`config.mk`:
```
export PLATFORM = sky130hd
export DESIGN_NAME = audio_meter_ballistics_flat
export DESIGN_NICKNAME = d
export VERILOG_FILES = /design/src/rtl/amb_pkg.sv /design/src/rtl/amb_stream_if.sv /design/src/rtl/amb_muldiv.sv /design/src/rtl/audio_meter_ballistics.sv /design/src/flat_wrapper.sv
export SDC_FILE = /design/constraint.sdc
export NUM_CORES = 2
export LEC_CHECK = 0
export ABC_AREA = 1
export ABC_CLOCK_PERIOD_IN_PS = 15500
export BUFFER_PORTS_ARGS = -buffer_cell sky130_fd_sc_hd__clkbuf_2
export CORE_MARGIN = 2
export CORE_UTILIZATION = 62
export CTS_CLUSTER_SIZE = 16
export DETAILED_ROUTE_END_ITERATION = 7
export HOLD_SLACK_MARGIN = 0.06
export PLACE_DENSITY = 0.79
export SETUP_SLACK_MARGIN = 0.2
export SLEW_MARGIN = 20
export SYNTH_ARGS = -nofsm -noshare
export SYNTH_HDL_FRONTEND = slang
export SYNTH_HIERARCHICAL = 1
export SYNTH_SLANG_ARGS = --single-unit
```
`constraint.sdc`:
```
create_clock -name clk -period 15.5 [get_ports clk]
set_input_delay 3.1 -clock clk [delete_from_list [all_inputs] [get_ports clk]]
set_output_delay 3.1 -clock clk [all_outputs]
set_load 0.01 [all_outputs]
```
`src/rtl/amb_pkg.sv`:
```
// Shared constants, register indexes and item types of the meter ballistics block.
package amb_pkg;

	localparam int CHANNELS_DEF = 8;
	localparam int CH_W = 3;
	localparam int LVL_W = 16;
	localparam int TS_W = 32;
	localparam int EL_W = 24;
	localparam int CFG_IDX_W = 3;
	localparam int CFG_DATA_W = 32;

	localparam logic [CFG_IDX_W-1:0] REG_PEAK_DECAY = 3'd0;
	localparam logic [CFG_IDX_W-1:0] REG_MAG_TIME = 3'd1;
	localparam logic [CFG_IDX_W-1:0] REG_PEAK_HOLD = 3'd2;
	localparam logic [CFG_IDX_W-1:0] REG_IN_PEAK_HOLD = 3'd3;
	localparam logic [CFG_IDX_W-1:0] REG_MIN_LEVEL = 3'd4;

	localparam logic [15:0] RST_PEAK_DECAY = 16'd3011;
	localparam logic [23:0] RST_MAG_TIME = 24'd300000;
	localparam logic [31:0] RST_PEAK_HOLD = 32'd20000000;
	localparam logic [31:0] RST_IN_PEAK_HOLD = 32'd1000000;
	localparam logic signed [15:0] RST_MIN_LEVEL = -16'sd15360;

	localparam logic signed [LVL_W-1:0] MINUS_INF = 16'sh8000;

	localparam int MD_A_W = 23;
	localparam int MD_B_W = EL_W;
	localparam int MD_D_W = 31;
	localparam int MD_P_W = MD_A_W + MD_B_W;

	localparam logic [MD_D_W-1:0] DECAY_DIV = 31'd1000000;
	localparam logic [6:0] MAG_GAIN = 7'd99;
	localparam logic [6:0] MAG_DEN_GAIN = 7'd100;

	typedef struct packed {
		logic [CH_W-1:0] channel;
		logic [TS_W-1:0] timestamp;
		logic [EL_W-1:0] elapsed;
		logic signed [LVL_W-1:0] peak_level;
		logic signed [LVL_W-1:0] input_peak_level;
		logic signed [LVL_W-1:0] magnitude_level;
	} in_item_t;

	typedef struct packed {
		logic [CH_W-1:0] out_channel;
		logic signed [LVL_W-1:0] shown_peak;
		logic signed [LVL_W-1:0] shown_input_peak;
		logic signed [LVL_W-1:0] shown_peak_hold;
		logic signed [LVL_W-1:0] shown_input_peak_hold;
		logic signed [LVL_W-1:0] shown_magnitude;
	} out_item_t;

endpackage

```
`src/rtl/amb_stream_if.sv`:
```
// Valid/ready item channel with a typed payload.
interface amb_stream_if #(parameter type T = logic);
	logic valid;
	logic ready;
	T data;
	modport source(output valid, output data, input ready);
	modport sink(input valid, input data, output ready);
endinterface

```
`src/rtl/amb_muldiv.sv`:
```
// Bit-serial multiply then restoring divide: q = a * b / d.
module amb_muldiv #(
	parameter int A_W = amb_pkg::MD_A_W,
	parameter int B_W = amb_pkg::MD_B_W,
	parameter int D_W = amb_pkg::MD_D_W
) (
	input  logic clk,
	input  logic arst_n,
	input  logic start,
	input  logic [A_W-1:0] a,
	input  logic [B_W-1:0] b,
	input  logic [D_W-1:0] d,
	output logic done,
	output logic [A_W+B_W-1:0] q
);
	localparam int P_W = A_W + B_W;
	localparam int CNT_W = $clog2(P_W);

	typedef enum logic [1:0] {MD_IDLE, MD_MUL, MD_DIV} md_state_t;

	md_state_t state_q;
	logic [CNT_W-1:0] cnt_q;
	logic [P_W-1:0] acc_q;
	logic [A_W-1:0] a_q;
	logic [B_W-1:0] b_q;
	logic [D_W-1:0] d_q;
	logic [D_W-1:0] rem_q;
	logic done_q;
	logic [D_W:0] rem_sh;
	logic rem_ge;

	assign rem_sh = {rem_q, acc_q[P_W-1]};
	assign rem_ge = rem_sh >= {1'b0, d_q};

	always_ff @(posedge clk or negedge arst_n) begin
		if (!arst_n) begin
			state_q <= MD_IDLE;
			cnt_q <= '0;
			done_q <= 1'b0;
		end else begin
			done_q <= 1'b0;
			unique case (state_q)
				MD_IDLE: begin
					if (start) begin
						state_q <= MD_MUL;
						cnt_q <= CNT_W'(B_W - 1);
					end
				end
				MD_MUL: begin
					if (cnt_q == '0) begin
						state_q <= MD_DIV;
						cnt_q <= CNT_W'(P_W - 1);
					end else begin
						cnt_q <= cnt_q - 1'b1;
					end
				end
				MD_DIV: begin
					if (cnt_q == '0) begin
						state_q <= MD_IDLE;
						done_q <= 1'b1;
					end else begin
						cnt_q <= cnt_q - 1'b1;
					end
				end
				default: state_q <= MD_IDLE;
			endcase
		end
	end

	always_ff @(posedge clk) begin
		unique case (state_q)
			MD_IDLE: begin
				if (start) begin
					a_q <= a;
					b_q <= b;
					d_q <= d;
					acc_q <= '0;
					rem_q <= '0;
				end
			end
			MD_MUL: begin
				acc_q <= (acc_q << 1) + (b_q[B_W-1] ? P_W'(a_q) : '0);
				b_q <= b_q << 1;
			end
			MD_DIV: begin
				rem_q <= rem_ge ? D_W'(rem_sh - {1'b0, d_q}) : rem_sh[D_W-1:0];
				acc_q <= {acc_q[P_W-2:0], rem_ge};
			end
			default: acc_q <= acc_q;
		endcase
	end

	assign done = done_q;
	assign q = acc_q;
endmodule

```
`src/rtl/audio_meter_ballistics.sv`:
```
// Per-channel meter ballistics: peak decay, peak hold and integrated magnitude.
// A new item is taken only in the idle state, once the previous result has been loaded.
// Each item runs through two bit-serial multiply-divide units side by side:
// 24 multiply steps (one elapsed bit each) then 47 restoring division steps.
// A finished result waits in the output register while the next item is taken.
// Reset clears the configuration to defaults, the valid bits and the hold stores.
module audio_meter_ballistics #(
	parameter int CHANNELS = amb_pkg::CHANNELS_DEF
) (
	input  logic clk,
	input  logic arst_n,
	input  logic cfg_wr_en,
	input  logic [amb_pkg::CFG_IDX_W-1:0] cfg_idx,
	input  logic [amb_pkg::CFG_DATA_W-1:0] cfg_wdata,
	amb_stream_if.sink update,
	amb_stream_if.source result
);
	import amb_pkg::*;

	localparam int CH_IW = (CHANNELS > 1) ? $clog2(CHANNELS) : 1;

	typedef enum logic [1:0] {ST_IDLE, ST_START, ST_WAIT, ST_FIN} state_t;

	state_t state_q;
	in_item_t item_q;
	out_item_t res_q;
	logic res_v_q;

	logic [15:0] decay_rate_q;
	logic [23:0] mag_time_q;
	logic [31:0] peak_hold_q;
	logic [31:0] in_peak_hold_q;
	logic signed [15:0] min_level_q;

	logic vld_q [CHANNELS];
	logic signed [LVL_W-1:0] disp_pk_q [CHANNELS];
	logic signed [LVL_W-1:0] disp_ipk_q [CHANNELS];
	logic signed [LVL_W-1:0] disp_mag_q [CHANNELS];
	logic signed [LVL_W-1:0] hold_pk_q [CHANNELS];
	logic signed [LVL_W-1:0] hold_ipk_q [CHANNELS];
	logic [TS_W-1:0] hold_pk_ts_q [CHANNELS];
	logic [TS_W-1:0] hold_ipk_ts_q [CHANNELS];

	logic [CH_IW-1:0] idx;
	logic in_range;
	logic unit_start;
	logic dec_done;
	logic mag_done;
	logic [MD_P_W-1:0] dec_quot;
	logic [MD_P_W-1:0] mag_quot;
	logic [MD_A_W-1:0] mag_a;
	logic [MD_D_W-1:0] mag_d;
	logic signed [16:0] mag_diff;
	logic [16:0] mag_abs;
	logic [16:0] dec_sat;
	logic [16:0] mag_sat;
	logic load;
	logic upd_pk_hold;
	logic upd_ipk_hold;
	logic signed [LVL_W-1:0] nxt_pk;
	logic signed [LVL_W-1:0] nxt_ipk;
	logic signed [LVL_W-1:0] nxt_mag;
	logic signed [17:0] mag_t;

	function automatic logic signed [15:0] peak_next(
		input logic v,
		input logic signed [15:0] disp,
		input logic signed [15:0] cur,
		input logic [16:0] dec
	);
		logic signed [17:0] t;
		logic signed [15:0] r;
		t = 18'(disp) - $signed({1'b0, dec});
		if (!v || cur >= disp) begin
			r = cur;
		end else if (t < 18'(cur)) begin
			r = cur;
		end else if (t > 18'sd0) begin
			r = '0;
		end else begin
			r = t[15:0];
		end
		return r;
	endfunction

	assign idx = CH_IW'(item_q.channel);
	assign in_range = int'(item_q.channel) < CHANNELS;

	assign update.ready = state_q == ST_IDLE;
	assign result.valid = res_v_q;
	assign result.data = res_q;

	assign unit_start = state_q == ST_START;
	assign mag_diff = 17'(item_q.magnitude_level) - 17'(disp_mag_q[idx]);
	assign mag_abs = mag_diff[16] ? 17'(-mag_diff) : 17'(mag_diff);
	assign mag_a = MD_A_W'(mag_abs[15:0]) * MD_A_W'(MAG_GAIN);
	assign mag_d = MD_D_W'((mag_time_q == '0) ? 24'd1 : mag_time_q) * MD_D_W'(MAG_DEN_GAIN);

	amb_muldiv #(.A_W(MD_A_W), .B_W(MD_B_W), .D_W(MD_D_W)) u_decay (
		.clk(clk), .arst_n(arst_n), .start(unit_start),
		.a(MD_A_W'(decay_rate_q)), .b(item_q.elapsed), .d(DECAY_DIV),
		.done(dec_done), .q(dec_quot)
	);

	amb_muldiv #(.A_W(MD_A_W), .B_W(MD_B_W), .D_W(MD_D_W)) u_mag (
		.clk(clk), .arst_n(arst_n), .start(unit_start),
		.a(mag_a), .b(item_q.elapsed), .d(mag_d),
		.done(mag_done), .q(mag_quot)
	);

	assign dec_sat = (dec_quot > MD_P_W'(16'hFFFF)) ? 17'h10000 : {1'b0, dec_quot[15:0]};
	assign mag_sat = (mag_quot > MD_P_W'(16'hFFFF)) ? 17'h10000 : {1'b0, mag_quot[15:0]};

	assign nxt_pk = peak_next(vld_q[idx], disp_pk_q[idx], item_q.peak_level, dec_sat);
	assign nxt_ipk = peak_next(vld_q[idx], disp_ipk_q[idx], item_q.input_peak_level, dec_sat);

	assign mag_t = mag_diff[16] ? 18'(disp_mag_q[idx]) - $signed({1'b0, mag_sat})
		: 18'(disp_mag_q[idx]) + $signed({1'b0, mag_sat});

	always_comb begin
		priority if (!vld_q[idx] || disp_mag_q[idx] == MINUS_INF) begin
			nxt_mag = item_q.magnitude_level;
		end else if (item_q.magnitude_level == MINUS_INF) begin
			nxt_mag = min_level_q;
		end else if (mag_t < 18'(min_level_q)) begin
			nxt_mag = min_level_q;
		end else if (mag_t > 18'sd0) begin
			nxt_mag = '0;
		end else begin
			nxt_mag = mag_t[15:0];
		end
	end

	assign upd_pk_hold = hold_pk_q[idx] == MINUS_INF || item_q.peak_level >= hold_pk_q[idx]
		|| (item_q.timestamp - hold_pk_ts_q[idx]) > peak_hold_q;
	assign upd_ipk_hold = hold_ipk_q[idx] == MINUS_INF
		|| item_q.input_peak_level >= hold_ipk_q[idx]
		|| (item_q.timestamp - hold_ipk_ts_q[idx]) > in_peak_hold_q;

	assign load = state_q == ST_FIN && (!res_v_q || result.ready);

	always_ff @(posedge clk or negedge arst_n) begin
		if (!arst_n) begin
			state_q <= ST_IDLE;
			res_v_q <= 1'b0;
		end else begin
			if (load) begin
				res_v_q <= 1'b1;
			end else if (result.ready) begin
				res_v_q <= 1'b0;
			end
			unique case (state_q)
				ST_IDLE: if (update.valid) state_q <= ST_START;
				ST_START: state_q <= ST_WAIT;
				ST_WAIT: if (dec_done) state_q <= ST_FIN;
				ST_FIN: if (load) state_q <= ST_IDLE;
				default: state_q <= ST_IDLE;
			endcase
		end
	end

	always_ff @(posedge clk) begin
		if (update.valid && update.ready) begin
			item_q <= update.data;
		end
		if (load) begin
			res_q.out_channel <= item_q.channel;
			res_q.shown_peak <= in_range ? nxt_pk : MINUS_INF;
			res_q.shown_input_peak <= in_range ? nxt_ipk : MINUS_INF;
			res_q.shown_peak_hold <= !in_range ? MINUS_INF
				: (upd_pk_hold ? item_q.peak_level : hold_pk_q[idx]);
			res_q.shown_input_peak_hold <= !in_range ? MINUS_INF
				: (upd_ipk_hold ? item_q.input_peak_level : hold_ipk_q[idx]);
			res_q.shown_magnitude <= in_range ? nxt_mag : MINUS_INF;
		end
		if (load && in_range) begin
			disp_pk_q[idx] <= nxt_pk;
			disp_ipk_q[idx] <= nxt_ipk;
			disp_mag_q[idx] <= nxt_mag;
		end
	end

	always_ff @(posedge clk or negedge arst_n) begin
		if (!arst_n) begin
			for (int i = 0; i < CHANNELS; i++) begin
				vld_q[i] <= 1'b0;
				hold_pk_q[i] <= MINUS_INF;
				hold_ipk_q[i] <= MINUS_INF;
				hold_pk_ts_q[i] <= '0;
				hold_ipk_ts_q[i] <= '0;
			end
		end else if (load && in_range) begin
			vld_q[idx] <= 1'b1;
			if (upd_pk_hold) begin
				hold_pk_q[idx] <= item_q.peak_level;
				hold_pk_ts_q[idx] <= item_q.timestamp;
			end
			if (upd_ipk_hold) begin
				hold_ipk_q[idx] <= item_q.input_peak_level;
				hold_ipk_ts_q[idx] <= item_q.timestamp;
			end
		end
	end

	always_ff @(posedge clk or negedge arst_n) begin
		if (!arst_n) begin
			decay_rate_q <= RST_PEAK_DECAY;
			mag_time_q <= RST_MAG_TIME;
			peak_hold_q <= RST_PEAK_HOLD;
			in_peak_hold_q <= RST_IN_PEAK_HOLD;
			min_level_q <= RST_MIN_LEVEL;
		end else if (cfg_wr_en) begin
			unique case (cfg_idx)
				REG_PEAK_DECAY: decay_rate_q <= cfg_wdata[15:0];
				REG_MAG_TIME: mag_time_q <= cfg_wdata[23:0];
				REG_PEAK_HOLD: peak_hold_q <= cfg_wdata;
				REG_IN_PEAK_HOLD: in_peak_hold_q <= cfg_wdata;
				REG_MIN_LEVEL: min_level_q <= cfg_wdata[15:0];
				default: decay_rate_q <= decay_rate_q;
			endcase
		end
	end

	a_units_in_step: assert property (@(posedge clk) disable iff (!arst_n)
		dec_done == mag_done)
		else $error("multiply-divide units out of step");

	a_load_shows: assert property (@(posedge clk) disable iff (!arst_n)
		load |=> result.valid && state_q == ST_IDLE)
		else $error("loaded result not presented");

	a_no_accept_busy: assert property (@(posedge clk) disable iff (!arst_n)
		(state_q == ST_WAIT || state_q == ST_FIN) |-> !update.ready)
		else $error("item taken while busy");

	a_out_range: assert property (@(posedge clk) disable iff (!arst_n)
		(result.valid && int'(result.data.out_channel) >= CHANNELS)
		|-> result.data.shown_peak == MINUS_INF && result.data.shown_magnitude == MINUS_INF)
		else $error("unknown channel gave a level");
endmodule

```
`src/flat_wrapper.sv`:
```
// flat-port wrapper written by rule: the top's interface ports become plain ports
module audio_meter_ballistics_flat import amb_pkg::*;
#(
	parameter int CHANNELS = amb_pkg::CHANNELS_DEF
)
  (clk, arst_n, cfg_wr_en, cfg_idx, cfg_wdata, update_valid, update_data, update_ready, result_valid, result_data, result_ready);
  amb_stream_if #(.T(in_item_t)) update_i ();
  amb_stream_if #(.T(out_item_t)) result_i ();
  input  logic clk;
  input  logic arst_n;
  input  logic cfg_wr_en;
  input  logic [amb_pkg::CFG_IDX_W-1:0] cfg_idx;
  input  logic [amb_pkg::CFG_DATA_W-1:0] cfg_wdata;
  input wire logic [$bits(update_i.valid)-1:0] update_valid;
  input wire logic [$bits(update_i.data)-1:0] update_data;
  output wire logic [$bits(update_i.ready)-1:0] update_ready;
  output wire logic [$bits(result_i.valid)-1:0] result_valid;
  output wire logic [$bits(result_i.data)-1:0] result_data;
  input wire logic [$bits(result_i.ready)-1:0] result_ready;
  assign update_i.valid = update_valid;
  assign update_i.data = update_data;
  assign update_ready = update_i.ready;
  assign result_valid = result_i.valid;
  assign result_data = result_i.data;
  assign result_i.ready = result_ready;
  audio_meter_ballistics #(.CHANNELS(CHANNELS)) u_core (.clk(clk), .arst_n(arst_n), .cfg_wr_en(cfg_wr_en), .cfg_idx(cfg_idx), .cfg_wdata(cfg_wdata), .update(update_i), .result(result_i));
endmodule
```
## Yosys cells after proc, flatten, opt, wreduce, memory -nomap -nowiden

Memories as Yosys holds them, arrays and structs flattened. A register that Yosys moved wholly into a read port is not among the register bits.
Cells that the tools add are included.

| word-level totals | value |
|---|---|
| register bits | 1378 |
| memory bits (writable) | 384 |
| output and inout bits | 85 |
| word-level logic and storage cells | 267 |
| memories kept | 3 |

| operators by class | value |
|---|---|
| $add $sub $neg | 14 |
| $mul | 2 |
| $lt $le $gt $ge | 18 |
| equality and inequality tests | 26 |
| multiplexer cells | 82 |
| bitwise gates (word level) | 2 |
| reduce and logical (&&, ||, !) cells | 47 |

Memories:

| memory | words | width | read ports | clocked after memory_dff | write ports | line | source |
|---|---|---|---|---|---|---|---|
| u_core.disp_ipk_q | 8 | 16 | 1 | 1 | 1 | audio_meter_ballistics.sv:37 | `logic signed [LVL_W-1:0] disp_ipk_q [CHANNELS];` |
| u_core.disp_mag_q | 8 | 16 | 1 | 1 | 1 | audio_meter_ballistics.sv:38 | `logic signed [LVL_W-1:0] disp_mag_q [CHANNELS];` |
| u_core.disp_pk_q | 8 | 16 | 1 | 1 | 1 | audio_meter_ballistics.sv:36 | `logic signed [LVL_W-1:0] disp_pk_q [CHANNELS];` |

Operators by type and width:

| cell | count |
|---|---|
| $bwmux 256 | 2 |
| $mux 16 | 19 |
| $pmux 47 s3 | 2 |
| $bwmux 128 | 2 |
| $bmux 32 s3 | 2 |
| $mux 32 | 5 |
| $pmux 31 s2 | 2 |
| $bmux 16 s3 | 2 |
| $demux 32 s3 | 1 |
| $pmux 24 s2 | 2 |
| $gt 47x16->1 const B | 2 |
| $mux 31 | 3 |
| $eq 16x16->1 const B | 4 |
| $ge 16x16->1 | 4 |
| $gt 32x32->1 | 2 |
| $sub 32x32->32 | 2 |
| $gt 18x1->1 const B | 3 |
| $lt 18x16->1 | 3 |
| $sub 16x18->18 | 3 |
| $demux 16 s3 | 1 |
| $mux 24 | 2 |
| $add 47x16->47 | 1 |
| $add 47x23->47 | 1 |
| $mux 47 | 1 |
| other kinds (44) | 120 |

## Longest topological paths before layout

| depth | value |
|---|---|
| depth in word-level cells | 9 |
| depth in mapped cells | 53 |

## By module

Netlist, hierarchy kept.

Modules (own cells, without submodules):

| module | times used | cells each | area each (um^2) | sequential area each (um^2) |
|---|---|---|---|---|
| audio_meter_ballistics | 1 | 8642 | 77563.1 | 39854.5 |
| amb_muldiv at u_core.u_mag | 1 | 1600 | 11628.7 | 4909.7 |
| amb_muldiv at u_core.u_decay | 1 | 1611 | 11612.4 | 4909.7 |

## Least setup slack after synthesis

Ideal clock, no wire load.

| timing | value |
|---|---|
| path kind | register to register |
| start point | reg (tool-made name) |
| end point | reg u_core.u_mag.a_q[19] (data pin) |
| setup time | 260 ps |
| arrival time | 6857 ps |
| data required time | 15240 ps |
| setup slack | 8384 ps |
| stages on the path, launching flop included | 38 |
| buffers on the path | 4 |
| period minus slack after synthesis | 7116 ps |
| path through | dfxtp_1 > buf_2 > buf_1 > o21ai_0 > o32ai_1 > inv_1 > o21ai_0 > inv_1 > fa_1 > nand3_1 > nand2_1 > nand2_1 > nand2_1 > nand2_1 > o21ai_0 > xor2_1 > clkbuf_1 > inv_1 > [2 not listed] > ha_1 > inv_1 > fa_1 > inv_1 > ha_1 > inv_1 > fa_1 > inv_1 > ha_1 > a21oi_1 > o21ai_0 > a21boi_0 > o21ai_0 > a21boi_0 > o21ai_0 > nand2_1 > nand2_1 > xor2_1 |

RTL lines:

| item | line | source |
|---|---|---|
| end signal, assigned | amb_muldiv.sv:74 | `a_q <= a;` |
| end, declared | amb_muldiv.sv:24 | `logic [A_W-1:0] a_q;` |

## Worst setup path in the final report

| timing | value |
|---|---|
| start point | reg u_core.item_q, in the netlist u_core/idx[0] |
| end point | reg u_core.res_q, in the netlist u_core/result.data[28] (data pin) |

| on the way | value |
|---|---|
| word-level cells in the longest chain between the ends | 8 |
| elaborated cells on any way between the ends | 14 |

Ends and longest elaborated chain:

| item | line | source |
|---|---|---|
| start, declared | audio_meter_ballistics.sv:25 | `in_item_t item_q;` |
| start signal, assigned | audio_meter_ballistics.sv:164 | `item_q <= update.data;` |
| $not 3->4 (not written as such) * | n/a |  |
| $bmux 32 s3 / $bmux 16 s3 (equally long branches) | n/a |  |
| $mux 32 (not written as such) / $mux 16 (equally long branches) (2 in a row) | n/a |  |
| $sub 32x32->32, or another cell as far along | audio_meter_ballistics.sv:138 | `\|\| (item_q.timestamp - hold_ipk_ts_q[idx]) > in_peak_hold_q;` |
| $gt 32x32->1 / $logic_or 1x1->1 (equally long branches) | audio_meter_ballistics.sv:138, audio_meter_ballistics.sv:137 |  |
| $logic_or 1x1->1 | audio_meter_ballistics.sv:138 |  |
| $mux 16 * | audio_meter_ballistics.sv:173 | `: (upd_ipk_hold ? item_q.input_peak_level : hold_ipk_q[idx]);` |
| end, declared | audio_meter_ballistics.sv:26 | `out_item_t res_q;` |

Mark *: on every way between the ends. The rest lies on a longest branch, timed or not. The select of a mux whose other input is x is not followed.
A chain may end at the register's enable or synchronous reset.

==> flow_metrics.env <==
export IMPL_comb_power_share_pct=7.4
export IMPL_critPathLaunchType="flip-flop"
export IMPL_met2_usage_pct=53.5
export IMPL_grt_pass1_vias=81000
export IMPL_cts_buffers=183
export IMPL_area_delta_synth_final_pct=8.62
export IMPL_portBuffers=231
export IMPL_post_drt_wl_per_cell_um=20.6
export IMPL_via_count=84400
export IMPL_arrival_ns=10.67
export IMPL_multi_input_area_um2=43900
export IMPL_h_tree_depth=4
export IMPL_irDropWorstVdd_mv=0.126
export IMPL_status="finished clean"
export IMPL_final_area_um2=109000
export IMPL_crit_required_ns=15.95
export IMPL_nets=12600
export IMPL_place_hpwl_um=195000
export IMPL_min_period_ns=10.22
export IMPL_report_final_hold_viol_count=0
export IMPL_place_area_um2=103000
export IMPL_syn_cell_area_um2=101000
export IMPL_vias_per_cell=5.95
export IMPL_reg2reg_from="u_core/idx[0]$_DFFE_PP_"
export IMPL_core_area_um2=161000
export IMPL_drc=0
export IMPL_maxCapViolations=0
export IMPL_slowest_stage="buf_4"
export IMPL_grt_use_total_pct=34.6
export IMPL_worst_r2r_endpoint="u_core/result.data[28]$_DFFE_PP_"
export IMPL_use_met3_pct=8.01
export IMPL_grt_max_degree=239
export IMPL_post_cts_buffers=0
export IMPL_power_frac_clock_pct=43.1
export IMPL_detail_route_iter0_violations=9674
export IMPL_leakage_nw=51.1
export IMPL_rsz0062_at_grt="no"
export IMPL_gr_usage_met1_pct=47.2
export IMPL_rrSetupSlack_ns=5.28
export IMPL_antenna_found_initial=16
export IMPL_finalWeightedCongestion=0.974
export IMPL_end_kind="flip-flop"
export IMPL_p_per_area_nw_per_um2=95.3
export IMPL_insertion_delay_ns=0.86
export IMPL_ctsHoldBuffers=0
export IMPL_syn_inst=11900
export IMPL_cp_max_fo=238
export IMPL_holdPathStages=0
export IMPL_p_seq_share_pct=49.5
export IMPL_initial_utilization_pct=62.6
export IMPL_dieArea_um2=166000
export IMPL_critPathKind="reg2reg"
export IMPL_max_slew_margin_pct=21.3
export IMPL_yosysWarnings=6
export IMPL_cts_resized=0
export IMPL_layout_drive_gt1_share_pct=6.59
export IMPL_timing_hold_ws_ns=0.450
export IMPL_rows=147
export IMPL_die_x_um=407
export IMPL_fin_crit_sh_pct=65.9
export IMPL_post_route_util_pct=68.0
export IMPL_pin_count=232
export IMPL_die_h_um=407
export IMPL_reg2reg_depth=33
export IMPL_ant_nets=0
export IMPL_regArea_um2=49700
export IMPL_path_clk_slew_ns=0.06
export IMPL_nFillCells=12600
export IMPL_cts_root_buf="clkbuf_16"
export IMPL_globalRouteOverflowTotal=0
export IMPL_dr_pass1_iters=6
export IMPL_grt_pass1_wl_um=453000
export IMPL_slew_violations=0
export IMPL_cts_tree="built"
export IMPL_p_int_w=0.00792
export IMPL_finClkSkew_ns=0.0513
export IMPL_sw_frac_of_total_pct=24.1
export IMPL_worst_slew_pin_transition_ns=1.17
export IMPL_power_total_w=0.0104
export IMPL_wl_um=292000
export IMPL_timing_fmax_mhz=97.8
export IMPL_critPathMaxStageDelay_ns=0.69
export IMPL_setup_viol=0
export IMPL_holdPathEnd="u_core/u_decay/a_q[2]$_DFFE_PP_"
export IMPL_worst_path_most_repeated_cell="nand2_1"
export IMPL_finalSetupTns_ns=0
export IMPL_clock_sinks=1805
export IMPL_top_usage_layer="met2"
export IMPL_synth_area_per_cell_um2=8.50
export IMPL_netSwitchingPower_w=0.00251
export IMPL_hp_class="reg2reg"
export IMPL_cts_buffer_depth=3
export IMPL_hp_start="u_core/decay_rate_q[2]$_DFFE_PN0P_"
worst max path at each step:
stage | start | endpoint | depth (start not counted)
6_report | u_core/idx[0]$_DFFE_PP_ | u_core/result.data[28]$_DFFE_PP_ | 33
5_1_grt | flip-flop | u_core/disp_mag_q[7][10]$_DFFE_PP_ | 43
2_1_floorplan | flip-flop | u_core/u_mag/a_q[19]$_DFFE_PP_ | 37
4_1_cts | u_core/idx[1]$_DFFE_PP_ | u_core/result.data[28]$_DFFE_PP_ | 33
3_3_place_gp | flip-flop | u_core/disp_mag_q[3][5]$_DFFE_PP_ | 43
3_5_place_dp | u_core/idx[1]$_DFFE_PP_ | u_core/result.data[28]$_DFFE_PP_ | 33
registers in the layout, indices dropped and copies added (netlist names), 31 cells and up, named ones only:
signal / cells
u_core/u_decay/rem_q: 31
u_core/hold_pk_q: 128
u_core/u_mag/q: 47
u_core/result.data: 83
u_core/u_mag/rem_q: 31
u_core/item_q: 104
u_core/disp_pk_q: 128
u_core/disp_mag_q: 128
u_core/u_decay/q: 47
u_core/u_mag/d_q: 31
u_core/hold_ipk_q: 128
u_core/hold_pk_ts_q: 256
u_core/hold_ipk_ts_q: 256
u_core/u_decay/d_q: 31
u_core/in_peak_hold_q: 32
u_core/disp_ipk_q: 128
u_core/peak_hold_q: 32
through the flow:
| stage | cells | setup slack [ns] |
|---|---|---|
| 2_1_floorplan | 11900 | 8.38 |
| 3_3_place_gp | 13800 | 6.22 |
| 3_5_place_dp | 13800 | 5.93 |
| 4_1_cts | 14200 | 5.87 |
| 5_1_grt | 14200 | 4.91 |
| 6_report | 14200 | 5.28 |
per-layer routing:
layer	vias up	share of wire, %
met2	3993	45
li1	39300	-
met4	20	4.0
met1	40400	41
met3	741	10
met5	-	0.092
power by group through the flow:
stage | Sequential (W) | Clock (W) | Combinational (W)
floorplan | 0.00524 | 0 | 0.000555
global placement | 0.00526 | 0 | 0.000717
detailed placement | 0.00526 | 0 | 0.000747
CTS | 0.00517 | 0.00453 | 0.000766
global route | 0.00517 | 0.00473 | 0.000889
finish | 0.00517 | 0.00449 | 0.000772
area by class of cell:
cell class / count / area share [%]
clock inverter: 87 / 0.993
multi-input combinational: 8181 / 40.1
antenna: 4 / 0.00914
tap: 2160 / 2.47
clock buffer: 254 / 4.63
inverter: 1370 / 4.72
sequential: 1805 / 45.4
timing repair buffer: 315 / 1.72
critical path, delay by kind of cell, from the launching register on:
family	cells	cell delay [ns]
compound gates	10	2.94
xor+xnor	1	0.07
fa+ha+maj	2	0.59
buf+inv	8	3.42
flops	1	0.50
simple gates	12	2.04
layout by cell type (no fill, tap or decap), drive strengths merged, types with 84 or more instances in the layout:
cell type  instances
a21oi            500
a221oi            88
nor2             889
inv             1366
nand3            672
buf               85
xor2             173
nand2           3403
clkbuf           484
nor3              84
dfrtp            867
o21ai            960
nand4            178
a22oi            102
ha               574
edfxtp           886
(Power assumes the default switching activity.)
